==> src/rtl/core/voxel_span_rle_decoder_defines.svh <==
// assertion macros shared by the voxel span decoder rtl
`ifndef VOXEL_SPAN_RLE_DECODER_DEFINES_SVH
`define VOXEL_SPAN_RLE_DECODER_DEFINES_SVH

// general clocked assertion, disabled while reset is high
`define VSRD_ASSERT(label, clk, rst, prop, msg) \
   label: assert property (@(posedge clk) disable iff (rst) prop) else $error(msg);

// implication form built on the general one
`define VSRD_ASSERT_IMP(label, clk, rst, ante, cons, msg) \
   `VSRD_ASSERT(label, clk, rst, (ante) |-> (cons), msg)

`endif

==> src/rtl/core/vsrd_pkg.sv <==
// types and constants of the voxel span run-length decoder
package vsrd_pkg;

   localparam int QueueDepth = 4;
   localparam int QPtrW      = $clog2(QueueDepth);
   localparam int QCntW      = $clog2(QueueDepth + 1);

   localparam logic [7:0] HeightReset = 8'd255;

   localparam logic ReqSpanByte  = 1'b0;
   localparam logic ReqEmptyCol  = 1'b1;

   typedef enum logic [2:0] {
      PH_SKIP   = 3'd0,
      PH_COUNT  = 3'd1,
      PH_COLOR  = 3'd2,
      PH_NORMAL = 3'd3,
      PH_END    = 3'd4
   } phase_type;

   typedef struct packed {
      logic [7:0] voxel_value;
      logic [7:0] run_length;
      logic       column_done;
      logic [7:0] top_color;
      logic       format_error;
   } result_type;

   typedef struct packed {
      logic full;
      logic empty;
   } queue_status_type;

endpackage

==> src/rtl/core/vsrd_front.sv <==
// span parser: classifies each request byte and builds the result it causes
module vsrd_front (
   input  logic                 clock,
   input  logic                 reset,
   input  logic [7:0]           column_height,
   input  logic                 in_accept,
   input  logic                 in_type,
   input  logic [7:0]           in_byte,
   output logic                 out_push,
   output vsrd_pkg::result_type out_result
);

   vsrd_pkg::phase_type phase_ff, phase_in;
   logic [8:0] pos_ff, pos_in;
   logic [7:0] left_ff, left_in;
   logic [7:0] span_ff, span_in;
   logic [7:0] high_ff, high_in;

   logic [9:0] pos_sum;
   logic       overrun;
   logic       end_bad;
   logic       end_done;

   assign pos_sum  = {1'b0, pos_ff} + {2'b00, in_byte};
   assign overrun  = pos_sum > {2'b00, column_height};
   assign end_bad  = in_byte != span_ff;
   assign end_done = pos_ff >= {1'b0, column_height};

   // next parse phase
   always_comb begin
      phase_in = phase_ff;
      if (in_accept) begin
         if (in_type == vsrd_pkg::ReqEmptyCol) begin
            phase_in = vsrd_pkg::PH_SKIP;
         end else begin
            case (phase_ff)
               vsrd_pkg::PH_SKIP: begin
                  phase_in = overrun ? vsrd_pkg::PH_SKIP : vsrd_pkg::PH_COUNT;
               end
               vsrd_pkg::PH_COUNT: begin
                  if (overrun) begin
                     phase_in = vsrd_pkg::PH_SKIP;
                  end else if (in_byte == 8'd0) begin
                     phase_in = vsrd_pkg::PH_END;
                  end else begin
                     phase_in = vsrd_pkg::PH_COLOR;
                  end
               end
               vsrd_pkg::PH_COLOR: begin
                  phase_in = vsrd_pkg::PH_NORMAL;
               end
               vsrd_pkg::PH_NORMAL: begin
                  phase_in = (left_ff == 8'd0) ? vsrd_pkg::PH_END : vsrd_pkg::PH_COLOR;
               end
               vsrd_pkg::PH_END: begin
                  phase_in = vsrd_pkg::PH_SKIP;
               end
               default: begin
                  phase_in = vsrd_pkg::PH_SKIP;
               end
            endcase
         end
      end
   end

   // column datapath and result
   always_comb begin
      pos_in     = pos_ff;
      left_in    = left_ff;
      span_in    = span_ff;
      high_in    = high_ff;
      out_push   = 1'b0;
      out_result = '0;
      if (in_accept) begin
         if (in_type == vsrd_pkg::ReqEmptyCol) begin
            pos_in                 = '0;
            left_in                = '0;
            span_in                = '0;
            high_in                = '0;
            out_push               = 1'b1;
            out_result.column_done = 1'b1;
         end else begin
            case (phase_ff)
               vsrd_pkg::PH_SKIP, vsrd_pkg::PH_COUNT: begin
                  if (overrun) begin
                     pos_in                  = '0;
                     left_in                 = '0;
                     span_in                 = '0;
                     high_in                 = '0;
                     out_push                = 1'b1;
                     out_result.column_done  = 1'b1;
                     out_result.format_error = 1'b1;
                  end else if (phase_ff == vsrd_pkg::PH_SKIP) begin
                     pos_in                = pos_sum[8:0];
                     // a zero skip gives no result
                     out_push              = in_byte != 8'd0;
                     out_result.run_length = in_byte;
                  end else begin
                     span_in = in_byte;
                     left_in = in_byte;
                  end
               end
               vsrd_pkg::PH_COLOR: begin
                  if (in_byte != 8'd0) begin
                     high_in = in_byte;
                  end
                  pos_in                 = pos_ff + 9'd1;
                  left_in                = left_ff - 8'd1;
                  out_push               = 1'b1;
                  out_result.voxel_value = in_byte;
                  out_result.run_length  = 8'd1;
               end
               vsrd_pkg::PH_NORMAL: begin
                  // normals are dropped
               end
               vsrd_pkg::PH_END: begin
                  if (end_bad || end_done) begin
                     pos_in                  = '0;
                     left_in                 = '0;
                     span_in                 = '0;
                     high_in                 = '0;
                     out_push                = 1'b1;
                     out_result.column_done  = 1'b1;
                     out_result.format_error = end_bad;
                     out_result.top_color    = end_bad ? 8'd0 : high_ff;
                  end
               end
               default: begin
                  pos_in  = '0;
                  left_in = '0;
                  span_in = '0;
                  high_in = '0;
               end
            endcase
         end
      end
   end

   always_ff @(posedge clock) begin
      if (reset) begin
         phase_ff <= vsrd_pkg::PH_SKIP;
         pos_ff   <= '0;
         left_ff  <= '0;
         span_ff  <= '0;
         high_ff  <= '0;
      end else begin
         phase_ff <= phase_in;
         pos_ff   <= pos_in;
         left_ff  <= left_in;
         span_ff  <= span_in;
         high_ff  <= high_in;
      end
   end

endmodule

==> src/rtl/core/vsrd_queue.sv <==
// short result queue between parser and output stage
module vsrd_queue (
   input  logic                       clock,
   input  logic                       reset,
   input  logic                       push,
   input  vsrd_pkg::result_type       push_data,
   input  logic                       pop,
   output vsrd_pkg::result_type       head_data,
   output vsrd_pkg::queue_status_type status
);

   vsrd_pkg::result_type mem_ff [vsrd_pkg::QueueDepth];

   logic [vsrd_pkg::QPtrW-1:0] wr_ptr_ff, wr_ptr_in;
   logic [vsrd_pkg::QPtrW-1:0] rd_ptr_ff, rd_ptr_in;
   logic [vsrd_pkg::QCntW-1:0] count_ff, count_in;
   logic                       do_push;
   logic                       do_pop;

   assign status.full  = count_ff == vsrd_pkg::QCntW'(vsrd_pkg::QueueDepth);
   assign status.empty = count_ff == '0;
   assign do_push      = push && !status.full;
   assign do_pop       = pop && !status.empty;
   assign head_data    = mem_ff[rd_ptr_ff];

   always_comb begin
      wr_ptr_in = do_push ? wr_ptr_ff + 1'b1 : wr_ptr_ff;
      rd_ptr_in = do_pop ? rd_ptr_ff + 1'b1 : rd_ptr_ff;
      count_in  = count_ff;
      if (do_push && !do_pop) begin
         count_in = count_ff + 1'b1;
      end else if (do_pop && !do_push) begin
         count_in = count_ff - 1'b1;
      end
   end

   always_ff @(posedge clock) begin
      if (do_push) begin
         mem_ff[wr_ptr_ff] <= push_data;
      end
   end

   always_ff @(posedge clock) begin
      if (reset) begin
         wr_ptr_ff <= '0;
         rd_ptr_ff <= '0;
         count_ff  <= '0;
      end else begin
         wr_ptr_ff <= wr_ptr_in;
         rd_ptr_ff <= rd_ptr_in;
         count_ff  <= count_in;
      end
   end

endmodule

==> src/rtl/core/vsrd_back.sv <==
// output stage: holds one result on the response channel
module vsrd_back (
   input  logic                       clock,
   input  logic                       reset,
   input  vsrd_pkg::result_type       head_data,
   input  vsrd_pkg::queue_status_type status,
   output logic                       pop,
   output logic                       rsp_tvalid,
   input  logic                       rsp_tready,
   output logic [23:0]                rsp_tdata,
   output logic                       rsp_tlast,
   output logic                       rsp_tuser
);

   logic                 valid_ff, valid_in;
   vsrd_pkg::result_type hold_ff, hold_in;

   // refill when the stage is empty or its result goes out this cycle
   assign pop = (!valid_ff || rsp_tready) && !status.empty;

   always_comb begin
      valid_in = valid_ff;
      hold_in  = hold_ff;
      if (pop) begin
         valid_in = 1'b1;
         hold_in  = head_data;
      end else if (rsp_tready) begin
         valid_in = 1'b0;
      end
   end

   always_ff @(posedge clock) begin
      if (reset) begin
         valid_ff <= 1'b0;
      end else begin
         valid_ff <= valid_in;
      end
   end

   always_ff @(posedge clock) begin
      hold_ff <= hold_in;
   end

   assign rsp_tvalid = valid_ff;
   assign rsp_tdata  = {hold_ff.top_color, hold_ff.run_length, hold_ff.voxel_value};
   assign rsp_tlast  = hold_ff.column_done;
   assign rsp_tuser  = hold_ff.format_error;

endmodule

==> src/rtl/core/voxel_span_rle_decoder.sv <==
// voxel span run-length decoder top level
//
//   channel   dir  group          contents
//   request   in   req_t*         tdata: data_byte; tuser: req_type
//   response  out  rsp_t*         tdata: voxel_value, run_length, top_color;
//                                 tlast: column_done; tuser: format_error
//   csr       in   csr_wr_*       column_height
//
// one request per cycle while the queue is not full; the parser acts on a byte
// in the cycle it is taken; a result passes the queue and the output register
// on its way to rsp_tvalid; a four-entry queue and the output register decouple
// both sides; req_tready drops only when the queue is full
// reset (synchronous) sets column_height to 255 and the parser to a new column
`include "voxel_span_rle_decoder_defines.svh"

module voxel_span_rle_decoder (
   input  logic        clock,
   input  logic        reset,
   input  logic        req_tvalid,
   output logic        req_tready,
   input  logic [7:0]  req_tdata,   // [7:0] data_byte
   input  logic        req_tuser,   // [0] req_type
   output logic        rsp_tvalid,
   input  logic        rsp_tready,
   output logic [23:0] rsp_tdata,   // [7:0] voxel_value, [15:8] run_length, [23:16] top_color
   output logic        rsp_tlast,
   output logic        rsp_tuser,   // [0] format_error
   input  logic        csr_wr_en,
   input  logic [7:0]  csr_wr_data
);

   logic [7:0] height_ff, height_in;

   logic                       req_accept;
   logic                       push;
   vsrd_pkg::result_type       push_data;
   vsrd_pkg::result_type       head_data;
   vsrd_pkg::queue_status_type q_status;
   logic                       pop;

   assign height_in = csr_wr_en ? csr_wr_data : height_ff;

   always_ff @(posedge clock) begin
      if (reset) begin
         height_ff <= vsrd_pkg::HeightReset;
      end else begin
         height_ff <= height_in;
      end
   end

   assign req_tready = !q_status.full;
   assign req_accept = req_tvalid && req_tready;

   vsrd_front u_front (
      .clock         (clock),
      .reset         (reset),
      .column_height (height_ff),
      .in_accept     (req_accept),
      .in_type       (req_tuser),
      .in_byte       (req_tdata),
      .out_push      (push),
      .out_result    (push_data)
   );

   vsrd_queue u_queue (
      .clock     (clock),
      .reset     (reset),
      .push      (push),
      .push_data (push_data),
      .pop       (pop),
      .head_data (head_data),
      .status    (q_status)
   );

   vsrd_back u_back (
      .clock      (clock),
      .reset      (reset),
      .head_data  (head_data),
      .status     (q_status),
      .pop        (pop),
      .rsp_tvalid (rsp_tvalid),
      .rsp_tready (rsp_tready),
      .rsp_tdata  (rsp_tdata),
      .rsp_tlast  (rsp_tlast),
      .rsp_tuser  (rsp_tuser)
   );

   `VSRD_ASSERT_IMP(a_err_is_done, clock, reset, rsp_tvalid && rsp_tuser, rsp_tlast && rsp_tdata == 24'd0, "error result must end the column with zero payload")
   `VSRD_ASSERT_IMP(a_done_no_run, clock, reset, rsp_tvalid && rsp_tlast, rsp_tdata[15:0] == 16'd0, "done result must carry no run")
   `VSRD_ASSERT_IMP(a_run_nonzero, clock, reset, rsp_tvalid && !rsp_tlast, rsp_tdata[15:8] != 8'd0 && rsp_tdata[23:16] == 8'd0 && !rsp_tuser, "run result must have a length and no column fields")
   `VSRD_ASSERT(a_marker_out, clock, reset, (req_accept && req_tuser == vsrd_pkg::ReqEmptyCol) |-> ##2 rsp_tvalid, "empty column request must reach the response side")

endmodule

==> config.mk <==
export PLATFORM = sky130hd
export DESIGN_NAME = voxel_span_rle_decoder
export DESIGN_NICKNAME = d
export VERILOG_FILES = /design/src/rtl/core/vsrd_pkg.sv /design/src/rtl/core/vsrd_front.sv /design/src/rtl/core/vsrd_queue.sv /design/src/rtl/core/vsrd_back.sv /design/src/rtl/core/voxel_span_rle_decoder.sv
export VERILOG_INCLUDE_DIRS = /design/src /design/src/rtl/core
export SDC_FILE = /design/constraint.sdc
export NUM_CORES = 1
export LEC_CHECK = 0
export BUFFER_PORTS_ARGS = -buffer_cell sky130_fd_sc_hd__buf_2
export CORE_AREA = 2 2 178 180
export DETAILED_ROUTE_END_ITERATION = 12
export DIE_AREA = 0 0 180 182
export PLACE_DENSITY = 0.47
export SLEW_MARGIN = 20
export SYNTH_ARGS = -nofsm -noshare
export SYNTH_HDL_FRONTEND = slang
export SYNTH_SLANG_ARGS = --single-unit
==> constraint.sdc <==
create_clock -name clock -period 4.6 [get_ports clock]
set_input_delay 0.92 -clock clock [delete_from_list [all_inputs] [get_ports clock]]
set_output_delay 0.92 -clock clock [all_outputs]
set_load 0.02 [all_outputs]
Yosys cells after proc, flatten, opt, wreduce, memory -nomap -nowiden
Memories as Yosys holds them, arrays and structs flattened. A register that Yosys moved wholly into a read port is not among the register bits. Cells that the tools add are included.

Register bits after elaboration: 52. Bits in latches: 0. Bits in writable memories: 104. ROM bits: 0. Input bits: 22. Output and inout port bits: 28. Logic and storage cells: 107. Memories kept: 1.

Memory list: u_queue.mem_ff (words 4, bits a word 26, rd ports 1, clocked after Yosys merged registers in 1, wr ports 1, RTL line vsrd_queue.sv:12) `vsrd_pkg::result_type mem_ff [vsrd_pkg::QueueDepth];`.

Add/subtract/negate cells: 7. Multipliers: 0. Divide/modulo/power cells: 0. Order comparisons: 2. Equal/unequal tests: 13. Shift operators: 0. Mux-type cells: 48. Bitwise logic cells: 0. Reduce and logical (&&, ||, !) cells: 26.

Operators with widths (number): $mux 8 (13); $pmux 8 s4 (2); $mux 9 (5); $pmux 9 s4 (1); $mux 26 (1); $pmux 8 s3 (1); $mux 3 (6); $logic_not 8->1 (2); $mux 16 (1); $pmux 8 s2 (1); $mux 1 (12); $pmux 3 s4 (1); $reduce_and 4->1 (3); $add 9x8->10 (1); $gt 10x8->1 (1); $mux 10 (1); $add 9x1->9 const B (1); $ge 9x8->1 (1); $ne 3x2->1 const B (3); $ne 8x8->1 (1); $reduce_bool 8->1 (1); $sub 8x1->8 const B (1); $eq 3x2->1 const B (2); $eq 3x3->1 const B (2); other kinds (17) (32).

Longest topological paths before layout
Gate-level depths: netlist (run 1).

Depth in word-level cells: 11. Depth in mapped cells: 18. Depth with buffers taken out: 18.

Hierarchy
A second synthesis (run 1) with hierarchy kept.

Cell total of the unflattened synthesis: 615. Area total of the unflattened synthesis: 8344.3 um^2.

By module, submodules not included: vsrd_queue (instances 1, cells each 184, area each 4245.3 um^2, sequential area each 3303.2 um^2); vsrd_front (instances 1, cells each 373, area each 2949.1 um^2, sequential area each 720.7 um^2); vsrd_back (instances 1, cells each 30, area each 837.1 um^2, sequential area each 800.8 um^2); voxel_span_rle_decoder (instances 1, cells each 28, area each 312.8 um^2, sequential area each 160.2 um^2).

Worst setup path after synthesis (run 1)
No wires, ideal clock.

Path kind: input to register. From: in req_tdata[0]. To: reg u_queue.count_ff[2] in the netlist's numbering. Library setup time: 71 ps. Arrival: 4592 ps. Data required time: 4529 ps. Path slack: -63 ps. Stages on the path: 18. Path buffers: 0. Cell sequence: ha_1 > fa_1 > a211oi_1 > o21bai_1 > a21oi_1 > xnor2_1 > ha_1 > nand4_1 > o22ai_1 > a311oi_1 > a211oi_1 > a21oi_2 > ha_1 > inv_1 > fa_1 > xor2_1 > or3_1 > a21oi_1.

Longest elaborated chain between the ends: 10. Elaborated cells on any way between the ends: 17. Those cells by class: add/sub: 1; order compare: 1; eq/ne: 1; mux: 7; reduce/logical: 7.

RTL lines: from (decl) (RTL line voxel_span_rle_decoder.sv:21) `input logic [7:0] req_tdata,`; $add 9x8->10, or another cell as far along (RTL line vsrd_front.sv:24) `assign pos_sum = {1'b0, pos_ff} + {2'b00, in_byte};`; $gt 10x8->1, or another cell as far along (RTL line vsrd_front.sv:25) `assign overrun = pos_sum > {2'b00, column_height};`; $mux 1 (on tied branches) (RTL line vsrd_front.sv:85, vsrd_front.sv:117); $pmux 1 s3 (*) (RTL line vsrd_front.sv:83) `case (phase_ff)`; $mux 1 (*) (RTL line vsrd_front.sv:75) `if (in_type == vsrd_pkg::ReqEmptyCol) begin`; $mux 1 (*) (RTL line vsrd_front.sv:74) `if (in_accept) begin`; $logic_and 1x1->1 (*) (RTL line vsrd_queue.sv:22) `assign do_push = push && !status.full;`; named net u_queue.do_push (RTL line vsrd_queue.sv:17) `logic do_push;`; $logic_not 1->1 (RTL line vsrd_queue.sv:32) `end else if (do_pop && !do_push) begin`; $logic_and 1x1->1 (RTL line vsrd_queue.sv:32); $reduce_bool 2->1 (no source line); to (signal assigned) (RTL line vsrd_queue.sv:51) `count_ff <= count_in;`; to (decl) (RTL line vsrd_queue.sv:16) `logic [vsrd_pkg::QCntW-1:0] count_ff, count_in;`.

The timed path passes the listed nets; every way through them passes the cells marked *. A chain may end at the register's enable or synchronous reset.

Worst setup path in the final report (run 1)
Ends and elaborated chain as after synthesis.

==> results of run 1 <==
==> critical path, stage by stage <==
cell	delay [ps]
buf_2	110
ha_1	220
fa_2	400
a211oi_4	260
nor2_1	100
xor2_1	150
ha_1	310
nand4_1	120
o21bai_1	230
a311oi_2	340
a211oi_2	100
a21oi_2	240
ha_1	210
inv_1	50
fa_1	370
xor2_1	180
or3_1	310
a21oi_1	140
==> report_power, final <==
part	total, mW	switching [mW]	internal, mW
Combinational	1.56	0.901	0.661
Clock	1.58	0.807	0.778
Sequential	2.25	0.153	2.10
==> what timing repair did <==
action	CTS	global route
hold endpoints to repair	0	0
setup buffers	0	1
setup endpoints to repair	0	2
resized for setup	0	4
==> final cells by class <==
cell class	instances	area share [%]
Timing Repair Buffer	96	6.35
Tap cell	402	4.93
Inverter	29	1.07
Sequential cell	182	48.5
Clock buffer	17	4.17
Multi-Input combinational cell	401	32.8
Clock inverter	15	2.22
==> per-stage QoR <==
step | hold WS, ps | power (mW) | std cells
global placement | 447 | 3.87 | 1109
finish | 463 | 5.40 | 1142
detailed placement | 447 | 3.87 | 1109
floorplan | 433 | 3.29 | 640
global route | 495 | 5.69 | 1142
CTS | 458 | 5.47 | 1141
==> cells by family after synthesis <==
group           synth area share [%]
compound gates                  13.1
xor+xnor                        2.47
fa+ha+maj                       5.04
buf+inv                         2.86
flops                           58.2
mux                             8.01
simple gates                    10.3
==> final timing paths <==
path                            from                   to
setup / recovery        req_tdata[0]  u_queue.count_ff[2]
hold reg to reg   u_front.left_ff[5]   u_front.left_ff[5]
setup reg to reg   u_front.pos_ff[0]  u_queue.count_ff[2]
hold / removal    u_front.left_ff[5]   u_front.left_ff[5]
==> cell usage after synthesis, types with 3 or more instances <==
| cell | count |
|---|---|
| nor4_1 | 5 |
| o21ai_0 | 10 |
| nand2b_1 | 5 |
| nand3_1 | 10 |
| edfxtp_1 | 130 |
| buf_1 | 3 |
| and4_1 | 3 |
| a211oi_1 | 17 |
| o211a_1 | 3 |
| nand4_1 | 7 |
| inv_1 | 29 |
| ha_1 | 31 |
| xnor2_1 | 10 |
| o31ai_1 | 5 |
| dfxtp_1 | 52 |
| a22oi_1 | 4 |
| clkbuf_1 | 14 |
| o22ai_1 | 3 |
| and3_1 | 11 |
| a2111oi_0 | 5 |
| a22o_1 | 8 |
| o32ai_1 | 5 |
| nor3_1 | 14 |
| mux2i_1 | 8 |
| o21a_1 | 6 |
| buf_2 | 8 |
| mux4_2 | 26 |
| o211ai_1 | 13 |
| nor2_1 | 38 |
| nand2_1 | 39 |
| xor2_1 | 14 |
| and2_1 | 17 |
| a21oi_1 | 26 |
==> state kept, by name, summed over array words and instances (netlist names) <==
signal	cells
u_queue.mem_ff	104
u_queue.count_ff	3
u_back.rsp_tlast	1
u_back.rsp_tuser	1
u_front.high_ff	8
u_front.span_ff	8
u_front.phase_ff	3
u_back.rsp_tvalid	1
u_queue.rd_ptr_ff	2
u_queue.wr_ptr_ff	2
u_front.left_ff	8
height_ff	8
u_front.pos_ff	9
u_back.rsp_tdata	24
==> per-layer routing <==
metal	GRT usage, %	vias to the layer above	wire length (microns)
met4	2.76	0	157
met3	2.07	14	727
met1	16.8	2713	9450
met2	22.1	126	10300
li1	-	2666	-
met5	0	-	0
==> impl_metrics.toml, run 1 <==
[status]
outcome = "completed"

[finish]
syn_to_final_growth_pct = 20.1
multi_input_area_sq_um = 3340
layout-drive-gt1-share_pct = 25.1
register_area_sq_um = 4950
final_common_cell = "edfxtp_1"
n_antenna_cell = 0
final_cell_mix = "edfxtp_1 (130), dfxtp_1 (50), buf_2 (49), buf_4 (43), nand2_1 (39)"
num-nets-final = 782
utilization_pct = 32.9
final_area_sq_um = 10200
n_fill_cell = 3058

[timing]
slew-limit-headroom_pct = 37.9
finalHoldViolations = 0
worst_pin_slew_ps = 925
drv_slew = 0
fin_skew_ps = 28.4
max_freq_mhz = 229
rsz0062_at_grt = "false"
fin_crit_sh_pct = 95.1
setup_viol = 0
timing.setup.tns_ps = 0
fin_crit_ps = 4380
worst_slack_ps = 225

[critical_path]
cp.required_ps = 4960
critical_path_arrival_ps = 4740
path_max_fanout = 3
ff2ff_setup_slack_ps = 460
start_kind = "input pin"
path_class = "input pin to flip-flop"
end_kind = "flip-flop"
rr_worst_depth = 17

[logic_synthesis]
syn_nets = 695
yosys.area.top_type = "edfxtp_1"
async_flop_share_pct = 0
synth_ff_type = "edfxtp_1"
synth_area_sq_um = 8490
ys_seq_area_share_pct = 58.2
yosysWarnings = 0
ys_ff_latch = 182
syn_avg_cell_area_sq_um = 13.3
synth_area_leaders = "edfxtp_1 (46%), dfxtp_1 (12%), mux4_2 (6.9%), ha_1 (4.6%), nand2_1 (1.7%)"
ys_types = 78
synthCells = 640
synth_edf_count = 130
post-synth-top-area-fraction_pct = 46.0

[clock_tree]
cts.htree.levels = 4
numCtsBuffers = 17
cts.reportedPaths.clkPinSlew_ps = 80
clock-sinks = 182
clk_latency_ps = 440
cts_hold_buf = 0
cts_tree = "done"
cts_root_buf = "clkbuf_16"
clk_path_buf_depth = 2

[floorplan]
coreArea_sq_um = 31000
dieArea_sq_um = 32800
die_h_microns = 182
start_util_pct = 27.4
floorplan.die.width_microns = 180
io_pins = 50
row_count = 65

[min_path]
holdPathStages = 2
hp-class = "flip-flop to flip-flop"

[drt]
vias_per_cell = 4.83
route.detailed.drc = 0
drt-pass1-iter-count = 4
drt_iter0_markers = 299
wl_per_cell_microns = 18.1
ant_nets = 0
route.vias.total = 5519
routed_wl_microns = 20700

[placed_design]
place_congestion = 0.811
pre_cts_ws_ps = -377
dpl-instance-area_sq_um = 9520
dp_hpwl_microns = 14000
port_buffers = 49

[job]
cap_viol_max_count = 0

[global_route]
grtUsageTotal_pct = 12.8
grt_pass1_vias = 5396
antenna_found_initial = 0
grt_max_degree = 35
grt_pass1_wl_microns = 31900
gr-total-overflow = 0

[power]
power.leakage_nw = 3.79
powerDensity_nw_per_um2 = 529
ir_worst_vdd_mv = 0.233
Note: power is estimated with default switching activity, not from simulation.
==> inputs of run 2 (changes only) <==
CTS_BUF_LIST = sky130_fd_sc_hd__clkbuf_4   (was default)
==> run 2 against run 1 <==
  * Critical path depth did not move
  * Clock skew rose by 6.9 ps
  * Hold slack improved by 13 ps
  * Fmax fell by 0.14%
  * Clock-buffer cell count did not move
  * Power fell by 10%
  * Clock power fell by 34%
==> impl_metrics.toml, run 2 (synthesis results as in run 1) <==
[status]
outcome = "completed"

[timing]
timing.setup.tns_ps = 0
max_freq_mhz = 228
fin_crit_sh_pct = 95.2
drv_slew = 0
worst_pin_slew_ps = 930
fin_crit_ps = 4380
fin_skew_ps = 35.3
slew-limit-headroom_pct = 37.5
finalHoldViolations = 0
rsz0062_at_grt = "false"
setup_viol = 0

[floorplan]
io_pins = 50
row_count = 65
coreArea_sq_um = 31000
floorplan.die.width_microns = 180
start_util_pct = 27.4
dieArea_sq_um = 32800
die_h_microns = 182

[global_route]
antenna_found_initial = 1
grt_pass1_vias = 5395
grt_pass1_wl_microns = 31900
gr-total-overflow = 0
grt_max_degree = 35
grtUsageTotal_pct = 12.8

[finish]
largest_reg_flops = 104
final_cell_mix = "edfxtp_1 (130), dfxtp_1 (50), buf_2 (49), buf_4 (42), nand2_1 (39)"
regMostFlops = "u_queue.mem_ff"
utilization_pct = 31.9
fin_cells = 1142
syn_to_final_growth_pct = 16.3
final_area_sq_um = 9880
final_common_cell = "edfxtp_1"
num-nets-final = 781
layout-drive-gt1-share_pct = 24.6

[power]
internal-power_mw = 3.05
ir_worst_vdd_mv = 0.177
power.leakage_nw = 3.65
powerDensity_nw_per_um2 = 490
p_switching_mw = 1.79
sequentialPowerShare_pct = 46.5
pwr-share-clk_pct = 21.5
switching_share_pct = 37.0
combPwrFrac_pct = 32.0

[drt]
wl_per_cell_microns = 18.0
route.vias.total = 5510
ant_nets = 0
drt_iter0_markers = 347
routed_wl_microns = 20600
route.detailed.drc = 0
vias_per_cell = 4.82
drt-pass1-iter-count = 5

[placed_design]
port_buffers = 49
dp_hpwl_microns = 14000
dp_cells = 1109
dpl-instance-area_sq_um = 9520
place_congestion = 0.811

[critical_path]
cp.required_ps = 5120
path_max_fanout = 3
crit_path_start = "req_tdata[0]"
crit_path_max_incr_delay_ps = 450
critical_path_arrival_ps = 4900
critPathBufInv = 2
path_class = "input pin to flip-flop"
critical_path.top_delay_family = "adder cells"
r2r-start = "u_front.pos_ff[0]"
ff2ff_setup_slack_ps = 270
rr_worst_depth = 17
end_kind = "flip-flop"
path_common_cell = "ha_1"
crit_chain = "buf_2 > ha_1 > fa_1 > a211oi_2 > nor2_1 > xor2_1 > ha_1 > nand4_1 > o21bai_1 > a311oi_1 > a211oi_1 > a21oi_2 > ha_1 > inv_1 > fa_1 > xor2_1 > or3_1 > a21oi_1"
r2r-end = "u_queue.count_ff[2]"
start_kind = "input pin"
critPathSlowestCell = "fa_1"

[min_path]
hp-start = "u_front.left_ff[5]"
holdPathStages = 2
hold_path_end = "u_front.left_ff[5]"
hp-class = "flip-flop to flip-flop"

[clock_tree]
cts.htree.levels = 4
cts_tree = "done"
cts.reportedPaths.clkPinSlew_ps = 170
numCtsBuffers = 17
clk_latency_ps = 600
cts_resized = 0
cts_root_buf = "clkbuf_4"
clock-sinks = 182
cts_hold_buf = 0
clk_path_buf_depth = 2
cts_setup_buffers = 0

[job]
cap_viol_max_count = 0
-- run 2: cell count changes in the layout (fill, tap and decap cells not counted), sizes merged --
cell,change
buf,-1
diode,+1
-- run 2: worst max-delay path by stage --
stage                                endpoint  slack [ps]  depth (start not counted)
final                     u_queue.count_ff[2]         220                         18
after global routing      u_queue.count_ff[2]           8                         18
after CTS                 u_queue.count_ff[2]         240                         18
after detailed placement  u_queue.count_ff[2]        -380                         18
after global placement    u_queue.count_ff[2]        -330                         19
after floorplan           u_queue.count_ff[2]         0.8                         18
-- run 2: tightest hold or removal path: stages (launching register included) --
cell and delay (ps):
dfxtp_1 350, nand2_1 50, o32ai_1 50
-- run 2: layer usage --
metal,global-route usage [%],vias to the layer above,routed length (microns)
met3,2.43,9,667
met4,2.76,0,159
li1,-,2671,-
met2,22.1,113,10200
met1,16.7,2717,9500
met5,0,-,0
-- run 2: final cells by class --
class,count,area [sq um]
Fill cell,3096,21100
Sequential cell,182,4950
Multi-Input combinational cell,401,3320
Timing Repair Buffer,95,641
Tap cell,402,503
Clock inverter,15,226
Clock buffer,17,128
Inverter,29,109
Antenna cell,1,2.50
-- run 2: power by group through the flow --
stage          logic, mW  clock network (mW)  registers (mW)
2_1_floorplan      0.896                   0            2.40
6_report            1.55                1.04            2.25
4_1_cts             1.58                1.08            2.26
3_3_place_gp        1.57                   0            2.30
3_5_place_dp        1.57                   0            2.30
5_1_grt             1.70                1.14            2.29
-- run 2: through the flow --
stage / hold slack, ps / worst slack, ps / power (mW)
4_1_cts: 465 / 241 / 4.93
3_3_place_gp: 447 / -334 / 3.87
6_report: 476 / 219 / 4.84
3_5_place_dp: 447 / -377 / 3.87
5_1_grt: 470 / 7.84 / 5.13
2_1_floorplan: 433 / 0.843 / 3.29
==> inputs of run 3 (changes only) <==
ABC_AREA = 1   (was default)
CORE_AREA = 2 2 182 184   (was 2 2 178 180)
DIE_AREA = 0 0 184 186   (was 0 0 180 182)
PLACE_DENSITY = 0.44   (was 0.47)
SYNTH_HIERARCHICAL = 1   (was default)
==> run 3 against run 2 <==
  * Critical path depth increased by 12
  * Non-clock buffer count shrank 15
  * Die area increased by 4.5%
  * Clock skew is 13 ps higher
  * Worst setup slack better by 370 ps
  * Cell area is 1.8% higher
  * Critical path type is now flip-flop to flip-flop
==> impl_metrics.toml, run 3 <==
[drt]
routed_wl_microns = 21000
drt_iter0_markers = 320
route.vias.total = 6515
wl_per_cell_microns = 14.3
ant_nets = 0
route.detailed.drc = 0
drt-pass1-iter-count = 5
vias_per_cell = 4.45

[finish]
num-nets-final = 1098
utilization_pct = 31.2
final_common_cell = "nand2_1"
largest_reg_flops = 104
regMostFlops = "u_queue/mem_ff"
final_cell_mix = "nand2_1 (198), nor2_1 (168), edfxtp_1 (130), inv_1 (107), o21ai_0 (54)"
layout-drive-gt1-share_pct = 13.8
syn_to_final_growth_pct = 13.3

[logic_synthesis]
yosysWarnings = 6
synth_area_leaders = "edfxtp_1 (44%), dfxtp_1 (12%), nand2_1 (8.4%), nor2_1 (7.3%), inv_1 (4.5%)"
synth_top_cells_by_count = "nand2_1 (198), nor2_1 (172), edfxtp_1 (130)"
async_flop_share_pct = 0
yosys.area.top_type = "edfxtp_1"
synth_area_sq_um = 8880
synth_ff_type = "edfxtp_1"
post-synth-top-area-fraction_pct = 44.0
syn_avg_cell_area_sq_um = 9.10
syn_nets = 1030
yosysMostFrequentCell = "nand2_1"
ys_types = 38
synth_edf_count = 130
ys_seq_area_share_pct = 56.2
ys_ff_latch = 184
synthCells = 975

[floorplan]
floorplan.die.width_microns = 184
die_h_microns = 186
coreArea_sq_um = 32200
dieArea_sq_um = 34200
io_pins = 50
start_util_pct = 27.6
row_count = 66

[placed_design]
place_congestion = 0.845
pre_cts_ws_ps = -24.8
port_buffers = 49
dp_hpwl_microns = 14500

[critical_path]
critical_path_arrival_ps = 4500
path_max_fanout = 6
critPathSlowestCell = "dfxtp_1"
ff2ff_setup_slack_ps = 590
crit_path_start = "u_front/pos_ff[2]"
start_kind = "flip-flop"
crit_path_max_incr_delay_ps = 520
end_kind = "flip-flop"
rr_worst_depth = 30
r2r-start = "u_front/pos_ff[2]"
cp.required_ps = 5090
r2r-end = "u_queue/count_ff[2]"
path_common_cell = "nand2_1"
crit_end = "u_queue/count_ff[2]"
path_class = "flip-flop to flip-flop"

[clock_tree]
cts_root_buf = "clkbuf_4"
cts.htree.levels = 4
clk_path_buf_depth = 2
cts_resized = 0
cts.reportedPaths.clkPinSlew_ps = 210
clk_latency_ps = 620
numCtsBuffers = 17
cts_tree = "done"
cts_hold_buf = 0
clock-sinks = 184
cts_setup_buffers = 0

[timing]
timing.setup.tns_ps = 0
whs_ps = 481
slew-limit-headroom_pct = 40.7
drv_slew = 0
max_freq_mhz = 249
rsz0062_at_grt = "false"
worst_slack_ps = 587
worst_pin_slew_ps = 886
finalHoldViolations = 0
fin_crit_ps = 4010
setup_viol = 0
fin_skew_ps = 48.6
fin_crit_sh_pct = 87.2

[power]
total_power_mw = 5.30
ir_worst_vdd_mv = 0.163
power.leakage_nw = 4.31
powerDensity_nw_per_um2 = 527

[global_route]
grt_pass1_vias = 6308
grtUsageTotal_pct = 13.0
antenna_found_initial = 2
grt_pass1_wl_microns = 34100
grt_max_degree = 53
gr-total-overflow = 0

[status]
outcome = "completed"

[min_path]
hp-class = "flip-flop to flip-flop"

[job]
cap_viol_max_count = 0
-- run 3: changes by cell type after synthesis, moves of 17 or more --
cell and delta:
nand2_1 +159, nor2_1 +134, inv_1 +78, o21ai_0 +44
o21ai_1 +27, mux4_2 -26, nand3_1 +26, o22ai_1 +24
a211oi_1 -17, and2_1 -17
-- run 3: power breakdown --
group	leakage [nW]	internal [mW]	total [mW]	switching, mW
sequential	1.78	2.20	2.37	0.171
clock	0.172	0.277	0.985	0.708
combinational	2.37	0.658	1.95	1.29
-- run 3: cells by family after synthesis --
group,Yosys count,share of synthesized area (%)
adders and majority gates,33,4.82
and+or+nand+nor,463,22.2
AOI/OAI and AO/OA,133,8.05
DFF,184,56.2
buffers and inverters,146,7.24
xor gates and xnor gates,16,1.58
-- run 3: metrics by stage --
stage / area (sq um) / instances
floorplan: 8880 / 975
global placement: 9730 / 1432
detailed placement: 9730 / 1432
CTS: 10100 / 1464
global route: 10100 / 1465
finish: 10100 / 1465
-- run 3: metal layers --
layer	global-route usage (%)	share of wire, %	up-vias
met2	21.8	47	80
met5	0	0.062	-
met1	17.1	49	3045
met4	3.65	1.1	2
met3	2.21	2.6	17
li1	-	-	3371
-- run 3: area by class of cell --
class | count | area, sq um
diodes | 1 | 2.50
clock buffers | 17 | 128
clock inverters | 15 | 201
fillers | 3469 | 22100
inverters | 115 | 434
multi-input cells | 645 | 3270
flip-flops and latches | 184 | 4990
well taps | 408 | 510
repair buffers | 80 | 528
-- run 3: worst min path at each step --
stage / endpoint / cells after the start / slack (ps) / startpoint
6_report: height_ff[1] / 2 / 480 / height_ff[1]
5_1_grt: height_ff[0] / 3 / 430 / csr_wr_data[0]
4_1_cts: height_ff[0] / 3 / 430 / csr_wr_data[0]
3_5_place_dp: height_ff[3] / 2 / 450 / height_ff[3]
3_3_place_gp: height_ff[5] / 2 / 450 / height_ff[5]
2_1_floorplan: height_ff[1] / 2 / 430 / height_ff[1]
-- run 3: worst max-delay path, delay by kind of cell (launching register included) --
family | cells | cell delay [ps]
AOI/OAI and AO/OA | 2 | 180
xor gates and xnor gates | 1 | 190
adders and majority gates | 4 | 1130
buffers and inverters | 5 | 390
DFF | 1 | 520
and+or+nand+nor | 18 | 1470
